===== src/rtl/mma_pkg.sv =====
package mma_pkg;

  localparam int DefMaxPoints    = 256;
  localparam int DefMaxCentroids = 16;

  localparam int ActW     = 2;
  localparam int PointW   = 9;
  localparam int CentW    = 5;
  localparam int ValW     = 16;
  localparam int CfgIdxW  = 2;
  localparam int CfgDataW = 9;
  localparam int InDataW  = 32;
  localparam int OutDataW = 32;
  localparam int OutUserW = 1;

  // register indexes of the configuration port
  localparam logic [CfgIdxW-1:0] CfgPoints    = 2'd0;
  localparam logic [CfgIdxW-1:0] CfgCentroids = 2'd1;
  localparam logic [CfgIdxW-1:0] CfgIndexBase = 2'd2;

  localparam logic [PointW-1:0] PointsReset    = 9'd256;
  localparam logic [CentW-1:0]  CentroidsReset = 5'd16;

  typedef enum logic [1:0] {
    ACT_WRITE,
    ACT_READ,
    ACT_HARD,
    ACT_COUNT
  } act_e;

  typedef enum logic [1:0] {
    ST_IDLE,
    ST_SCAN,
    ST_DRAIN,
    ST_RESULT
  } seq_state_e;

  // one entry of a row scan, aligned with the memory read data
  typedef struct packed {
    logic             valid;
    logic             first;
    logic             last;
    logic             fin;
    logic [CentW-1:0] col;
  } scan_beat_t;

  typedef struct packed {
    logic             done;
    logic             fin;
    logic [CentW-1:0] col;
  } argmax_res_t;

  typedef struct packed {
    logic [ValW-1:0]   read_value;
    logic [CentW-1:0]  cluster_index;
    logic [PointW-1:0] point_count;
    logic              status;
  } result_t;

endpackage


===== src/rtl/mma_argmax.sv =====
module mma_argmax (
  input  logic                       clk_i,
  input  logic                       rst_ni,
  input  mma_pkg::scan_beat_t        beat_i,
  input  logic [mma_pkg::ValW-1:0]   data_i,
  output mma_pkg::argmax_res_t       res_o
);
  import mma_pkg::*;

  logic [ValW-1:0]  best_q;
  logic [CentW-1:0] col_q;
  logic             done_q;
  logic             fin_q;
  logic             take;

  // strict greater keeps the lowest column on a tie
  assign take = beat_i.valid && (beat_i.first || (data_i > best_q));

  always_ff @(posedge clk_i) begin
    if (take) begin
      best_q <= data_i;
      col_q  <= beat_i.col;
    end
  end

  always_ff @(posedge clk_i or negedge rst_ni) begin
    if (!rst_ni) begin
      done_q <= 1'b0;
      fin_q  <= 1'b0;
    end else begin
      done_q <= beat_i.valid && beat_i.last;
      fin_q  <= beat_i.valid && beat_i.fin;
    end
  end

  assign res_o.done = done_q;
  assign res_o.fin  = fin_q;
  assign res_o.col  = col_q;

endmodule


===== config.mk =====
export PLATFORM = sky130hd
export DESIGN_NAME = mma_argmax
export DESIGN_NICKNAME = d
export VERILOG_FILES = /design/src/rtl/mma_pkg.sv /design/src/rtl/mma_argmax.sv
export SDC_FILE = /design/constraint.sdc
export NUM_CORES = 1
export LEC_CHECK = 0
export ABC_AREA = 0
export BUFFER_PORTS_ARGS = -buffer_cell sky130_fd_sc_hd__buf_2
export CORE_MARGIN = 8
export CORE_UTILIZATION = 47
export CTS_BUF_LIST = sky130_fd_sc_hd__clkbuf_4
export DETAILED_ROUTE_END_ITERATION = 12
export PLACE_DENSITY = 0.85
export SLEW_MARGIN = 20
export SYNTH_ARGS = -nofsm -noshare
export SYNTH_HDL_FRONTEND = slang
export SYNTH_SLANG_ARGS = --single-unit
export TNS_END_PERCENT = 30

===== constraint.sdc =====
create_clock -name clk_i -period 3.1 [get_ports clk_i]
set_input_delay 0.31 -clock clk_i [delete_from_list [all_inputs] [get_ports clk_i]]
set_output_delay 0.31 -clock clk_i [all_outputs]
set_load 0.03 [all_outputs]

==> impl_metrics.yaml <==
routing:
  wl_per_cell_um: 14.36
  drc: 0
  drtIter0Drc: 15
  num_vias: 747
  wl_um: 2140
  avgViaCountPerCell: 5.013
  firstDrtPassIters: 4
  drt.antenna.violating_nets: 0
global_routing:
  grt_use_total_pct: 11.04
  grt_pass1_vias: 866
  antenna_found_initial: 0
  grt_max_degree: 17
  grt_pass1_wl_um: 3684
  globalRouteOverflowTotal: 0
sta:
  fin_worst_skew_ns: 0.001248
  finalCritPeriodShare_pct: 81.40
  finalHoldViolCount: 0
  layout_min_cycle_time_ns: 2.523
  worst_slew_pin_slew_ns: 0.5204
  max_freq_mhz: 396.3
  timing.final.max_slew_violations: 0
  relSlewSlack_pct: 64.41
  setup_tns_ns: 0
  setup_viol: 0
  rsz0062_at_grt: "no"
worst_setup_path:
  slowest_stage: "or4_1"
  worst-setup-path-type: "reg2reg"
  required_ns: 3.11
  end_kind: "register"
  crit_family: "simple AND/OR/NAND/NOR gates"
  crit_fanout: 16
  cp_num_buf_inv: 2
  cp_cell_sequence: "inv_1 -> ha_1 -> nand4_1 -> or4_1 -> a21o_1 -> a31oi_2 -> buf_4"
  slowest_delay_ns: 0.57
  worstPathArrival_ns: 2.54
  startpoint_type: "register"
yosys:
  netlist_area_sq_mm: 0.001115
  synth_warnings: 0
  postSynthAreaPerCell_sq_um: 13.27
  synth_seq_cells: 23
  syn_inst: 84
  synth_cell_type_count: 21
  yosys.area.top_type_share_pct: 56.57
  synth.largest_area_cell: "edfxtp_1"
  synth_seq_area_share_pct: 61.05
  synthTopCellsByArea: "edfxtp_1 57%, ha_1 18%, inv_1 5.4%"
  syn-num-nets: 127
clock_tree:
  cts_tree: "built"
  clkSinkCount: 23
  htreeDepth: 1
  cts_root_buf: "clkbuf_4"
  hold_buffers: 1
  clk_pin_slew_ns: 0.11
  cts_buffer_depth: 2
  cts_setup_buffers: 0
  insertion_delay_ns: 0.30
  cts_resized: 0
  cts_buffers: 3
layout:
  nets: 165
  drive_gt1_share_pct: 33.06
  finalNonFillerCells: 149
  area_growth_pct: 21.44
  antennaDiodeCount: 0
die:
  fp-row-count: 17
  dieArea_sq_mm: 0.004186
  die_y_um: 64.70
  start_util_pct: 49.92
  die_w_um: 64.70
  pin_count: 34
  core_area_sq_mm: 0.002233
power_and_ir_drop:
  power_leakage_nw: 0.6337
  p_per_area_mw_per_mm2: 448.2
  vdd_ir_drop_max_mv: 0.3413
placement:
  gp_congestion: 0.7754
  dp_hpwl_um: 1862
  port_buffers: 33
  placedCellCount: 144
job:
  max_cap_viol_count: 0
min_path:
  hp-class: "in2reg"
status:
  outcome: "finished, final reports clean"
==> flip-flops by register name, indices dropped and copies added (netlist names) <==
signal and cells:
best_q 16, col_q 5, done_q 1, fin_q 1
==> path summary, 6_finish.rpt <==
| path | depth (start not counted) | slack, ns | startpoint | to |
|---|---|---|---|---|
| worst max-delay path | 7 | 0.58 | best_q[14]$_DFFE_PP_ | best_q[15]$_DFFE_PP_ |
| worst min-delay path | 1 | 0.17 | beat_i[4] | col_q[4]$_DFFE_PP_ |
| worst max register to register | 7 | 0.58 | best_q[14]$_DFFE_PP_ | best_q[15]$_DFFE_PP_ |
| worst min register to register | 4 | 1.14 | best_q[0]$_DFFE_PP_ | best_q[0]$_DFFE_PP_ |
| max in group asynchronous | 2 | 2.71 | rst_ni | done_q$_DFF_PN0_ |
| min in group asynchronous | 2 | 0.30 | rst_ni | fin_q$_DFF_PN0_ |
==> power breakdown <==
part / internal [mW] / switching, mW / total [mW] / leakage, nW
clock: 0.0590 / 0.0818 / 0.141 / 0.0184
sequential: 0.362 / 0.00495 / 0.367 / 0.226
combinational: 0.0405 / 0.0581 / 0.0986 / 0.389
==> worst register-to-register path, stage by stage, from the launching register on <==
cell      delay, ns
edfxtp_1       0.35
inv_1          0.05
ha_1           0.31
nand4_1        0.14
or4_1          0.57
a21o_1         0.18
a31oi_2        0.31
buf_4          0.31
==> final cells by class <==
| cell class | instances | area, sq um |
|---|---|---|
| multi-input cells | 43 | 365.4 |
| clock buffers | 4 | 30.03 |
| well taps | 28 | 35.03 |
| flip-flops and latches | 23 | 680.7 |
| fillers | 182 | 879.6 |
| inverters | 16 | 60.06 |
| repair buffers | 35 | 182.7 |
==> kinds of logic after synthesis <==
kind of cell	after synthesis	share of synthesized area [%]
buffers and inverters	18	6.734
AND/OR/NAND/NOR	13	6.622
adder cells (fa/ha/maj)	16	17.96
flip-flops	23	61.05
AO/OA/AOI/OAI	14	7.634
==> synthesized netlist by cell type <==
cell       number
buf_4           2
a21boi_0        1
dfrtp_1         2
edfxtp_1       21
nand4_1         3
o21ai_0         2
or4_1           1
a21o_1          1
and2_1          2
nor2_1          1
nand3_1         1
o211ai_1        1
a21oi_1         6
inv_1          16
nand2b_2        1
nand2_1         3
a2111oi_0       1
a31oi_1         1
ha_1           16
o31ai_1         1
nor2b_1         1
==> cells in the final DEF, fill, tap and decap left out <==
cell type      synthesis  final
buf_2                  0     33
edfxtp_1              21     21
inv_1                 16     16
ha_1                  16     16
a21oi_1                6      6
clkbuf_4               0      4
nand4_1                3      3
nand2_1                3      3
and2_1                 2      2
o21ai_0                2      2
dfrtp_1                2      2
nor2b_1                1      1
o211ai_1               1      1
or4_1                  1      1
a21o_1                 1      1
nand2b_2               1      1
nor2_1                 1      1
nand3_1                1      1
a21boi_0               1      1
a2111oi_0              1      1
o31ai_1                1      1
a31oi_2                0      1
dlygate4sd3_1          0      1
buf_4                  2      1
==> metrics by stage <==
stage	setup WS (ns)	area (sq um)	hold slack [ns]	utilization (%)	power, mW
2_1_floorplan	0.1592	1115	0.01441	-	0.4322
3_3_place_gp	0.6001	1314	0.09360	58.82	0.4655
3_5_place_dp	0.5236	1314	0.09605	58.82	0.4736
4_1_cts	0.5700	1354	0.1601	60.62	0.6147
5_1_grt	0.4161	1354	0.1468	60.62	0.6384
6_report	0.5767	1354	0.1712	60.62	0.6067
==> layer usage <==
| metal | share of wire, % | global-route usage (%) | routed length [um] |
|---|---|---|---|
| met1 | 38 | 10.14 | 816 |
| met2 | 54 | 21.12 | 1148 |
| met3 | 7.7 | 5.498 | 165 |
| met4 | 0.47 | 2.452 | 10 |
| met5 | 0 | 0 | 0 |
(Power assumes the default switching activity.)
