## config.mk

```make
export PLATFORM = sky130hd
export DESIGN_NAME = mma_seq
export DESIGN_NICKNAME = d
export VERILOG_FILES = /design/src/rtl/mma_pkg.sv /design/src/rtl/mma_seq.sv
export SDC_FILE = /design/constraint.sdc
export NUM_CORES = 1
export LEC_CHECK = 0
export ABC_AREA = 1
export CAP_MARGIN = 20
export CORE_MARGIN = 1.5
export CORE_UTILIZATION = 40
export DETAILED_ROUTE_END_ITERATION = 8
export DONT_BUFFER_PORTS = 1
export GPL_ROUTABILITY_DRIVEN = 0
export HOLD_SLACK_MARGIN = 0.02
export SYNTH_ARGS = -nofsm -noshare
export SYNTH_HDL_FRONTEND = slang
export SYNTH_SLANG_ARGS = --single-unit
```

## constraint.sdc

```tcl
create_clock -name clk_i -period 5.6 [get_ports clk_i]
set_clock_uncertainty 0.05 [all_clocks]
set_input_delay 0.28 -clock clk_i [delete_from_list [all_inputs] [get_ports clk_i]]
set_output_delay 0.28 -clock clk_i [all_outputs]
set_load 0.005 [all_outputs]
```

## src/rtl/mma_pkg.sv

```systemverilog
package mma_pkg;

  localparam int DefMaxPoints    = 256;
  localparam int DefMaxCentroids = 16;

  localparam int ActW     = 2;
  localparam int PointW   = 9;
  localparam int CentW    = 5;
  localparam int ValW     = 16;
  localparam int CfgIdxW  = 2;
  localparam int CfgDataW = 9;
  localparam int InDataW  = 32;
  localparam int OutDataW = 32;
  localparam int OutUserW = 1;

  // register indexes of the configuration port
  localparam logic [CfgIdxW-1:0] CfgPoints    = 2'd0;
  localparam logic [CfgIdxW-1:0] CfgCentroids = 2'd1;
  localparam logic [CfgIdxW-1:0] CfgIndexBase = 2'd2;

  localparam logic [PointW-1:0] PointsReset    = 9'd256;
  localparam logic [CentW-1:0]  CentroidsReset = 5'd16;

  typedef enum logic [1:0] {
    ACT_WRITE,
    ACT_READ,
    ACT_HARD,
    ACT_COUNT
  } act_e;

  typedef enum logic [1:0] {
    ST_IDLE,
    ST_SCAN,
    ST_DRAIN,
    ST_RESULT
  } seq_state_e;

  // one entry of a row scan, aligned with the memory read data
  typedef struct packed {
    logic             valid;
    logic             first;
    logic             last;
    logic             fin;
    logic [CentW-1:0] col;
  } scan_beat_t;

  typedef struct packed {
    logic             done;
    logic             fin;
    logic [CentW-1:0] col;
  } argmax_res_t;

  typedef struct packed {
    logic [ValW-1:0]   read_value;
    logic [CentW-1:0]  cluster_index;
    logic [PointW-1:0] point_count;
    logic              status;
  } result_t;

endpackage

```

## src/rtl/mma_seq.sv

```systemverilog
module mma_seq #(
  parameter int MAX_POINTS    = 256,
  parameter int MAX_CENTROIDS = 16,
  parameter int AW            = 12
) (
  input  logic                         clk_i,
  input  logic                         rst_ni,
  input  logic                         in_valid_i,
  output logic                         in_ready_o,
  input  logic [mma_pkg::ActW-1:0]     action_i,
  input  logic [mma_pkg::PointW-1:0]   point_i,
  input  logic [mma_pkg::CentW-1:0]    centroid_i,
  input  logic [mma_pkg::ValW-1:0]     value_i,
  input  logic [mma_pkg::PointW-1:0]   np_i,
  input  logic [mma_pkg::CentW-1:0]    nc_i,
  input  logic                         base_i,
  input  logic                         out_free_i,
  input  mma_pkg::argmax_res_t         res_i,
  input  logic [mma_pkg::ValW-1:0]     rdata_i,
  output logic                         ram_we_o,
  output logic [AW-1:0]                ram_waddr_o,
  output logic [mma_pkg::ValW-1:0]     ram_wdata_o,
  output logic                         ram_re_o,
  output logic [AW-1:0]                ram_raddr_o,
  output mma_pkg::scan_beat_t          beat_o,
  output logic                         load_o,
  output mma_pkg::result_t             result_o
);
  import mma_pkg::*;

  seq_state_e        state_q, state_d;
  act_e              act_q, act_d;
  logic              oob_q, oob_d;
  logic [CentW-1:0]  tgt_q, tgt_d;
  logic [PointW-1:0] row_q, row_d;
  logic [CentW-1:0]  col_q, col_d;
  logic [AW-1:0]     row_addr_q, row_addr_d;
  logic [PointW-1:0] cnt_q, cnt_d;
  scan_beat_t        beat_q, beat_d;

  act_e              in_act;
  logic [PointW-1:0] p_ub;
  logic [CentW-1:0]  c_ub;
  logic              p_ok, c_ok, oob_in;
  logic              accept;
  logic [AW-1:0]     in_addr, row_start;
  logic              last_col, last_row, issue_fin;

  assign in_act = act_e'(action_i);

  // remove the index bias and check against the rows and columns in use
  assign p_ub = point_i - PointW'(base_i);
  assign c_ub = centroid_i - CentW'(base_i);
  assign p_ok = !(base_i && (point_i == '0)) && (p_ub < np_i);
  assign c_ok = !(base_i && (centroid_i == '0)) && (c_ub < nc_i);

  assign row_start = AW'(32'(p_ub) * MAX_CENTROIDS);
  assign in_addr   = AW'(32'(row_start) + 32'(c_ub));

  assign accept = (state_q == ST_IDLE) && in_valid_i;

  always_comb begin
    case (in_act)
      ACT_WRITE, ACT_READ: oob_in = !(p_ok && c_ok);
      ACT_HARD:            oob_in = !p_ok;
      ACT_COUNT:           oob_in = !c_ok;
      default:             oob_in = 1'b1;
    endcase
  end

  assign last_col  = (col_q == nc_i - CentW'(1));
  assign last_row  = (row_q == np_i - PointW'(1));
  assign issue_fin = last_col && ((act_q == ACT_HARD) || last_row);

  // next state
  always_comb begin
    state_d = state_q;
    case (state_q)
      ST_IDLE: begin
        if (in_valid_i) begin
          if (oob_in || (in_act == ACT_WRITE) || (in_act == ACT_READ)) begin
            state_d = ST_RESULT;
          end else begin
            state_d = ST_SCAN;
          end
        end
      end
      ST_SCAN: begin
        if (issue_fin) begin
          state_d = ST_DRAIN;
        end
      end
      ST_DRAIN: begin
        if (res_i.fin) begin
          state_d = ST_RESULT;
        end
      end
      ST_RESULT: begin
        if (out_free_i) begin
          state_d = ST_IDLE;
        end
      end
      default: state_d = ST_IDLE;
    endcase
  end

  // outputs
  always_comb begin
    in_ready_o   = (state_q == ST_IDLE);
    ram_we_o     = accept && (in_act == ACT_WRITE) && p_ok && c_ok;
    ram_waddr_o  = in_addr;
    ram_wdata_o  = value_i;
    ram_re_o     = (accept && (in_act == ACT_READ) && p_ok && c_ok) || (state_q == ST_SCAN);
    ram_raddr_o  = in_addr;
    beat_d       = '0;
    if (state_q == ST_SCAN) begin
      ram_raddr_o  = AW'(32'(row_addr_q) + 32'(col_q));
      beat_d.valid = 1'b1;
      beat_d.first = (col_q == '0);
      beat_d.last  = last_col;
      beat_d.fin   = issue_fin;
      beat_d.col   = col_q;
    end
    load_o = (state_q == ST_RESULT) && out_free_i;

    result_o.read_value    = ((act_q == ACT_READ) && !oob_q) ? rdata_i : '0;
    result_o.cluster_index = ((act_q == ACT_HARD) && !oob_q) ? res_i.col + CentW'(base_i) : '0;
    result_o.point_count   = ((act_q == ACT_COUNT) && !oob_q) ? cnt_q : '0;
    result_o.status        = oob_q;
  end

  // scan counters and the member count
  always_comb begin
    act_d      = act_q;
    oob_d      = oob_q;
    tgt_d      = tgt_q;
    row_d      = row_q;
    col_d      = col_q;
    row_addr_d = row_addr_q;
    cnt_d      = cnt_q;

    if (res_i.done && (act_q == ACT_COUNT) && (res_i.col == tgt_q)) begin
      cnt_d = cnt_q + PointW'(1);
    end

    case (state_q)
      ST_IDLE: begin
        if (in_valid_i) begin
          act_d = in_act;
          oob_d = oob_in;
          tgt_d = c_ub;
          col_d = '0;
          cnt_d = '0;
          if (in_act == ACT_HARD) begin
            row_d      = p_ub;
            row_addr_d = row_start;
          end else begin
            row_d      = '0;
            row_addr_d = '0;
          end
        end
      end
      ST_SCAN: begin
        if (last_col) begin
          col_d      = '0;
          row_d      = row_q + PointW'(1);
          row_addr_d = AW'(32'(row_addr_q) + MAX_CENTROIDS);
        end else begin
          col_d = col_q + CentW'(1);
        end
      end
      default: ;
    endcase
  end

  always_ff @(posedge clk_i or negedge rst_ni) begin
    if (!rst_ni) begin
      state_q <= ST_IDLE;
      beat_q  <= '0;
    end else begin
      state_q <= state_d;
      beat_q  <= beat_d;
    end
  end

  always_ff @(posedge clk_i) begin
    act_q      <= act_d;
    oob_q      <= oob_d;
    tgt_q      <= tgt_d;
    row_q      <= row_d;
    col_q      <= col_d;
    row_addr_q <= row_addr_d;
    cnt_q      <= cnt_d;
  end

  assign beat_o = beat_q;

endmodule

```

==> results.py, run 1 <==
metrics = {
    "synthesis": {
        "yosysSeqAreaShare": 0.3066,
        "synth_fp_nets": 747,
        "ys_ff_latch": 50,
        "syn_area_um2": 4424,
        "synth_edf_count": 30,
        "ys_types": 40,
        "synth_top_flop_cell": "edfxtp_1",
        "yosys_warnings": 0,
        "synthCells": 640,
        "async_flop_share": 0.2200,
        "yosys-top-cells-count": "nand2_1, inv_1, nor2_1",
        "synthTopCellsByArea": "edfxtp_1, nand2_1, inv_1",
        "yosysTopAreaCellShare": 0.2036,
        "avgSynthCellArea_um2": 6.913,
        "yosysTopAreaCell": "edfxtp_1",
        "synth_most_common_cell": "nand2_1",
    },
    "grt": {
        "track_usage": 0.1927,
        "antenna_found_initial": 0,
        "grt_max_degree": 32,
        "grt_pass1_vias": 3655,
        "overflow": 0,
        "grt_pass1_wl_um": 17600,
    },
    "clock_tree": {
        "htreeDepth": 2,
        "numCtsBuffers": 5,
        "cts_root_buf": "clkbuf_8",
        "cts.reportedPaths.clkPinSlew_ns": 0.09,
        "postCtsSetupBuffers": 0,
        "clock_latency_ns": 0.31,
        "cts_max_path_buffers": 2,
        "tritoncts": "yes",
        "clock-sinks": 50,
    },
    "setup_path": {
        "cp_slowest_stage_delay_ns": 0.33,
        "cp-end-kind": "output pin",
        "crit_chain": "inv_1 > ha_1 > ha_1 > nand2_1 > xnor2_1 > ha_1 > ha_1 > inv_1 > nor2_1 > nand2_1 > nor2_2 > nand2_1 > xnor2_1 > nand2_1 > o21ai_2",
        "crit_start": "centroid_i[0]",
        "worstPathRequired_ns": 5.27,
        "cp_top_family": "adder cells",
        "worstPathArrival_ns": 2.51,
        "crit_buf_inv": 2,
        "r2r-start": "state_q[0]$_DFFE_PN0P_",
        "startpoint_type": "input port",
        "path_max_fanout": 3,
        "crit_slowest_cell": "xnor2_1",
        "setup.worst_path.class": "in2out",
    },
    "detailed_routing": {
        "firstDrtPassIters": 5,
        "topRoutingLayerUsed": "met4",
        "drtIter0Drc": 199,
        "vias": 3872,
        "drc": 0,
        "wirelength_met1_um": 4747,
        "routed_via_density": 5.048,
        "route.met3.wl_um": 664,
        "wl_per_cell_um": 14.31,
        "wl_met2_um": 5388,
        "routed_wl_um": 10970,
        "detail-route-antenna-nets": 0,
    },
    "run_status": {
        "outcome": "completed",
    },
    "sta": {
        "tns_ns": 0,
        "setup_violations": 0,
        "min_period_ns": 2.837,
        "hold_viol": 0,
        "grt_setup_unrepaired": "no",
        "holdWs_ns": 0.2302,
        "fin_ws_ns": 2.763,
        "tightest_slew_ns": 0.7558,
        "finalMaxSlewViolations": 0,
        "period_share": 0.5067,
        "fmaxAchievable_ghz": 0.3524,
        "relSlewSlack": 0.4956,
    },
    "pwr": {
        "p_per_area_nw_per_um2": 358.1,
        "clockPowerShare": 0.157,
        "peakVddDrop_mv": 0.1615,
        "p_leak_nw": 2.251,
        "p_int_uw": 930.0,
        "share_seq_of_total_power": 0.417,
        "finalPower_mw": 1.640,
        "comb_power_share": 0.427,
        "switching_share": 0.4330,
        "switchingPower_uw": 710.1,
    },
    "min_path": {
        "hold_path_startpoint": "res_i[6]",
        "hp-class": "in2reg",
    },
    "cells_and_area": {
        "num-fill-cells": 1090,
        "nNetsFinal": 733,
        "drive_above_1_share": 0.03987,
        "diodes": 0,
        "syn_to_final_growth_pct": 3.507,
    },
    "floorplanning": {
        "std_cell_rows": 38,
        "dieArea_um2": 11700,
        "die_y_um": 108.2,
        "start_util": 0.4099,
        "dieWidth_um": 108.2,
        "io_pins": 158,
        "core_um2": 10790,
    },
    "placed_design": {
        "dp_slack_ns": 2.748,
        "port_buffers": 0,
        "hpwl_um": 8782,
    },
    "job": {
        "maxCapViolCount": 0,
    },
}
## per-layer routing
metal  global-route usage  vias to the layer above
met1               0.2325                     1776
met3              0.04521                       22
met2               0.3368                      118
li1                     -                     1956
met5                    0                        -
met4              0.06391                        0
## layout by cell type (no fill, tap or decap), types with 3 or more instances in the layout
master         instances
ha_1                  33
xor2_1                19
nor2_2                 3
nor2_1                97
inv_1                112
xnor2_1               14
o21ai_0               30
nor3_1                11
clkbuf_8               5
edfxtp_1              30
dfxtp_1                9
nand2_1              153
a21oi_1               18
dfrtp_1               11
or2_2                  3
nand4_1                4
dlygate4sd3_1          4
o22ai_1                3
nand3_1               37
## registers in the layout, indices dropped and copies added, names as in the netlist
signal	count
act_q	2
beat_o	9
cnt_q	9
col_q	5
oob_q	1
row_addr_q	8
row_q	9
state_q	2
tgt_q	5
## path summary, 6_finish.rpt
check	cells past startpoint	slack, ns	to
hold reg to reg	2	0.48	cnt_q[2]$_DFF_P_
min in group asynchronous	1	0.33	beat_o[6]$_DFF_PN0_
hold / removal	4	0.23	cnt_q[7]$_DFF_P_
setup / recovery	15	2.76	ram_raddr_o[10]
max in group asynchronous	1	4.81	state_q[1]$_DFFE_PN0P_
setup reg to reg	7	3.13	row_q[8]$_DFFE_PP_
## power groups by stage
| stage | Combinational [mW] | Sequential [mW] | Clock, mW |
|---|---|---|---|
| finish | 0.700 | 0.683 | 0.257 |
| floorplan | 0.557 | 0.655 | 0 |
| CTS | 0.705 | 0.684 | 0.266 |
| detailed placement | 0.694 | 0.691 | 0 |
| global route | 0.819 | 0.706 | 0.278 |
| global placement | 0.675 | 0.687 | 0 |
## stage by stage
| stage | utilization | instance area (µm²) | std cells |
|---|---|---|---|
| 3_3_place_gp | 0.4107 | 4433 | 755 |
| 5_1_grt | 0.4243 | 4579 | 767 |
| 6_report | 0.4243 | 4579 | 767 |
| 4_1_cts | 0.4243 | 4579 | 767 |
| 2_1_floorplan | - | 4424 | 640 |
| 3_5_place_dp | 0.4107 | 4433 | 755 |
## layout make-up
cell class	count	area (µm²)	area share
Clock buffer	7	76.32	0.01667
Clock inverter	1	30.03	0.006557
Inverter	113	424.2	0.09262
Multi-Input combinational cell	450	2462	0.5377
Sequential cell	50	1356	0.2962
Tap cell	140	175.2	0.03825
Timing Repair Buffer	6	55.05	0.01202
## repair_timing
action | CTS | global route
hold buffers | 4 | 0
setup endpoints to repair | 0 | 0
hold endpoints to repair | 14 | 0
resized for setup | 0 | 0
## worst register-to-register path, cell delays in order (launching register included)
cell	delay [ns]
dfrtp_1	0.42
inv_1	0.10
ha_1	0.30
nand2_1	0.24
inv_1	0.45
a21oi_1	0.14
a21oi_1	0.17
buf_4	0.29
## kinds of logic (layout without fill, tap and decap cells)
kind of cell	Yosys count	in the layout	synth area share
simple gates	317	317	0.2967
buf+inv	140	127	0.1369
fa+ha+maj	33	33	0.09333
xor+xnor	38	38	0.08880
flops	50	50	0.3066
compound gates	62	62	0.07777
(Power assumes the default switching activity.)
==> inputs of run 2 (changes only) <==
==> constraint.sdc (replaced) <==
create_clock -name clk_i -period 2.75 [get_ports clk_i]
set_clock_uncertainty 0.05 [all_clocks]
set_input_delay 0.1375 -clock clk_i [delete_from_list [all_inputs] [get_ports clk_i]]
set_output_delay 0.1375 -clock clk_i [all_outputs]
set_load 0.005 [all_outputs]
==> results.py, run 2 (same netlist as run 1, synthesis figures left out) <==
metrics = {
    "setup_path": {
        "cp_slowest_stage_delay_ns": 0.26,
        "r2r-start": "state_q[0]$_DFFE_PN0P_",
        "worstPathArrival_ns": 2.29,
        "crit_cells": 15,
        "setup.worst_path.class": "in2out",
        "cp-end-kind": "output pin",
        "crit_chain": "inv_1 > ha_1 > nand3_2 > nor2_1 > nand2_2 > nor3_4 > xor2_2 > ha_1 > nand2_1 > inv_1 > a21oi_1 > nand3_1 > nor3_2 > nand2_1 > nor2_1",
        "worstPathRequired_ns": 2.56,
        "crit_start": "point_i[0]",
        "crit_slowest_cell": "ha_1",
        "critical_path.endpoint": "ram_we_o",
        "path_max_fanout": 3,
        "rr_worst_depth": 7,
        "cp_top_family": "simple AND/OR/NAND/NOR gates",
        "startpoint_type": "input port",
        "rr_endpoint": "row_q[3]$_DFFE_PP_",
        "crit_buf_inv": 2,
        "reg2reg_slack_ns": 0.72,
    },
    "clock_tree": {
        "cts_max_path_buffers": 2,
        "numCtsBuffers": 5,
        "cts.reportedPaths.clkPinSlew_ns": 0.10,
        "clock_latency_ns": 0.32,
        "cts_root_buf": "clkbuf_8",
        "htreeDepth": 2,
        "tritoncts": "yes",
        "clock-sinks": 50,
    },
    "detailed_routing": {
        "wl_per_cell_um": 14.08,
        "route.met3.wl_um": 721,
        "drtIter0Drc": 163,
        "wl_met2_um": 5248,
        "routed_via_density": 4.997,
        "firstDrtPassIters": 4,
        "detail-route-antenna-nets": 0,
        "vias": 3858,
        "routed_wl_um": 10870,
        "wirelength_met1_um": 4673,
        "topRoutingLayerUsed": "met4",
        "drc": 0,
    },
    "pwr": {
        "peakVddDrop_mv": 0.3139,
        "p_per_area_nw_per_um2": 721.3,
        "finalPower_mw": 3.328,
        "p_leak_nw": 2.277,
    },
    "cells_and_area": {
        "final_common_cell": "nand2_1",
        "nNetsFinal": 738,
        "drive_above_1_share": 0.05222,
        "diodes": 0,
        "syn_to_final_growth_pct": 4.270,
        "final_cell_area_um2": 4613,
        "layout_common_cells": "nand2_1, inv_1, nor2_1",
    },
    "floorplanning": {
        "start_util": 0.4099,
        "dieWidth_um": 108.2,
        "die_y_um": 108.2,
        "io_pins": 158,
        "dieArea_um2": 11700,
        "core_um2": 10790,
        "std_cell_rows": 38,
    },
    "sta": {
        "tns_ns": 0,
        "period_share": 0.8991,
        "tightest_slew_ns": 0.6038,
        "setup_violations": 0,
        "min_period_ns": 2.473,
        "fin_ws_ns": 0.2775,
        "fmaxAchievable_ghz": 0.4044,
        "finalMaxSlewViolations": 0,
        "hold_viol": 0,
        "grt_setup_unrepaired": "no",
        "relSlewSlack": 0.5970,
    },
    "grt": {
        "grt_pass1_vias": 3553,
        "grt_pass1_wl_um": 16960,
        "overflow": 0,
        "track_usage": 0.1844,
        "grt_max_degree": 23,
        "antenna_found_initial": 0,
    },
    "run_status": {
        "outcome": "completed",
    },
    "placed_design": {
        "hpwl_um": 8790,
        "dpl_cell_area_um2": 4471,
        "dp_slack_ns": 0.1683,
        "port_buffers": 0,
    },
    "min_path": {
        "hp-class": "in2reg",
        "hold_path_startpoint": "res_i[6]",
    },
    "job": {
        "maxCapViolCount": 0,
    },
}
[run 2: cell type report]
type / instances / area [µm²]
well taps: 140 / 175.2
clock inverters: 2 / 15.01
repair buffers: 11 / 92.59
clock buffers: 6 / 82.58
flip-flops and latches: 50 / 1356
fillers: 1110 / 6180
inverters: 113 / 424.2
multi-input cells: 450 / 2467
[run 2: worst min path at each step]
stage                                     end  cells after the start
final                        cnt_q[7]$_DFF_P_                      4
after global routing       tgt_q[4]$_DFFE_PP_                      1
after CTS                    cnt_q[7]$_DFF_P_                      4
after detailed placement  beat_o[1]$_DFF_PN0_                      0
after global placement    beat_o[0]$_DFF_PN0_                      0
after floorplan           beat_o[0]$_DFF_PN0_                      0
[run 2: where the power goes]
part	switching [mW]	total [mW]	internal, mW
Combinational	0.937	1.45	0.509
Clock	0.284	0.493	0.209
Sequential	0.253	1.39	1.13
Total	1.47	3.33	1.85
[run 2: routing by layer]
layer,global-route usage,vias to the layer above
met4,0.06861,0
met5,0,-
met3,0.04400,23
li1,-,1971
met1,0.2212,1739
met2,0.3196,125
[run 2: what timing repair did]
action | CTS | global route
hold buffers | 4 | 0
setup endpoints to repair | 0 | 2
endpoints found under the hold margin | 14 | 0
buffers inserted | 0 | 0
resized for setup | 0 | 1
[run 2: worst min-delay path, stage by stage]
cell	delay (ns)
inv_1	0.03
nor2_1	0.05
nand2_1	0.11
a211oi_1	0.08
[run 2: metrics by stage]
stage | std cells | hold WS (ns) | util
CTS | 772 | 0.06040 | 0.4270
floorplan | 640 | -0.2081 | -
detailed placement | 760 | -0.2079 | 0.4142
global route | 772 | 0.08074 | 0.4274
global placement | 760 | -0.2079 | 0.4142
finish | 772 | 0.07093 | 0.4274
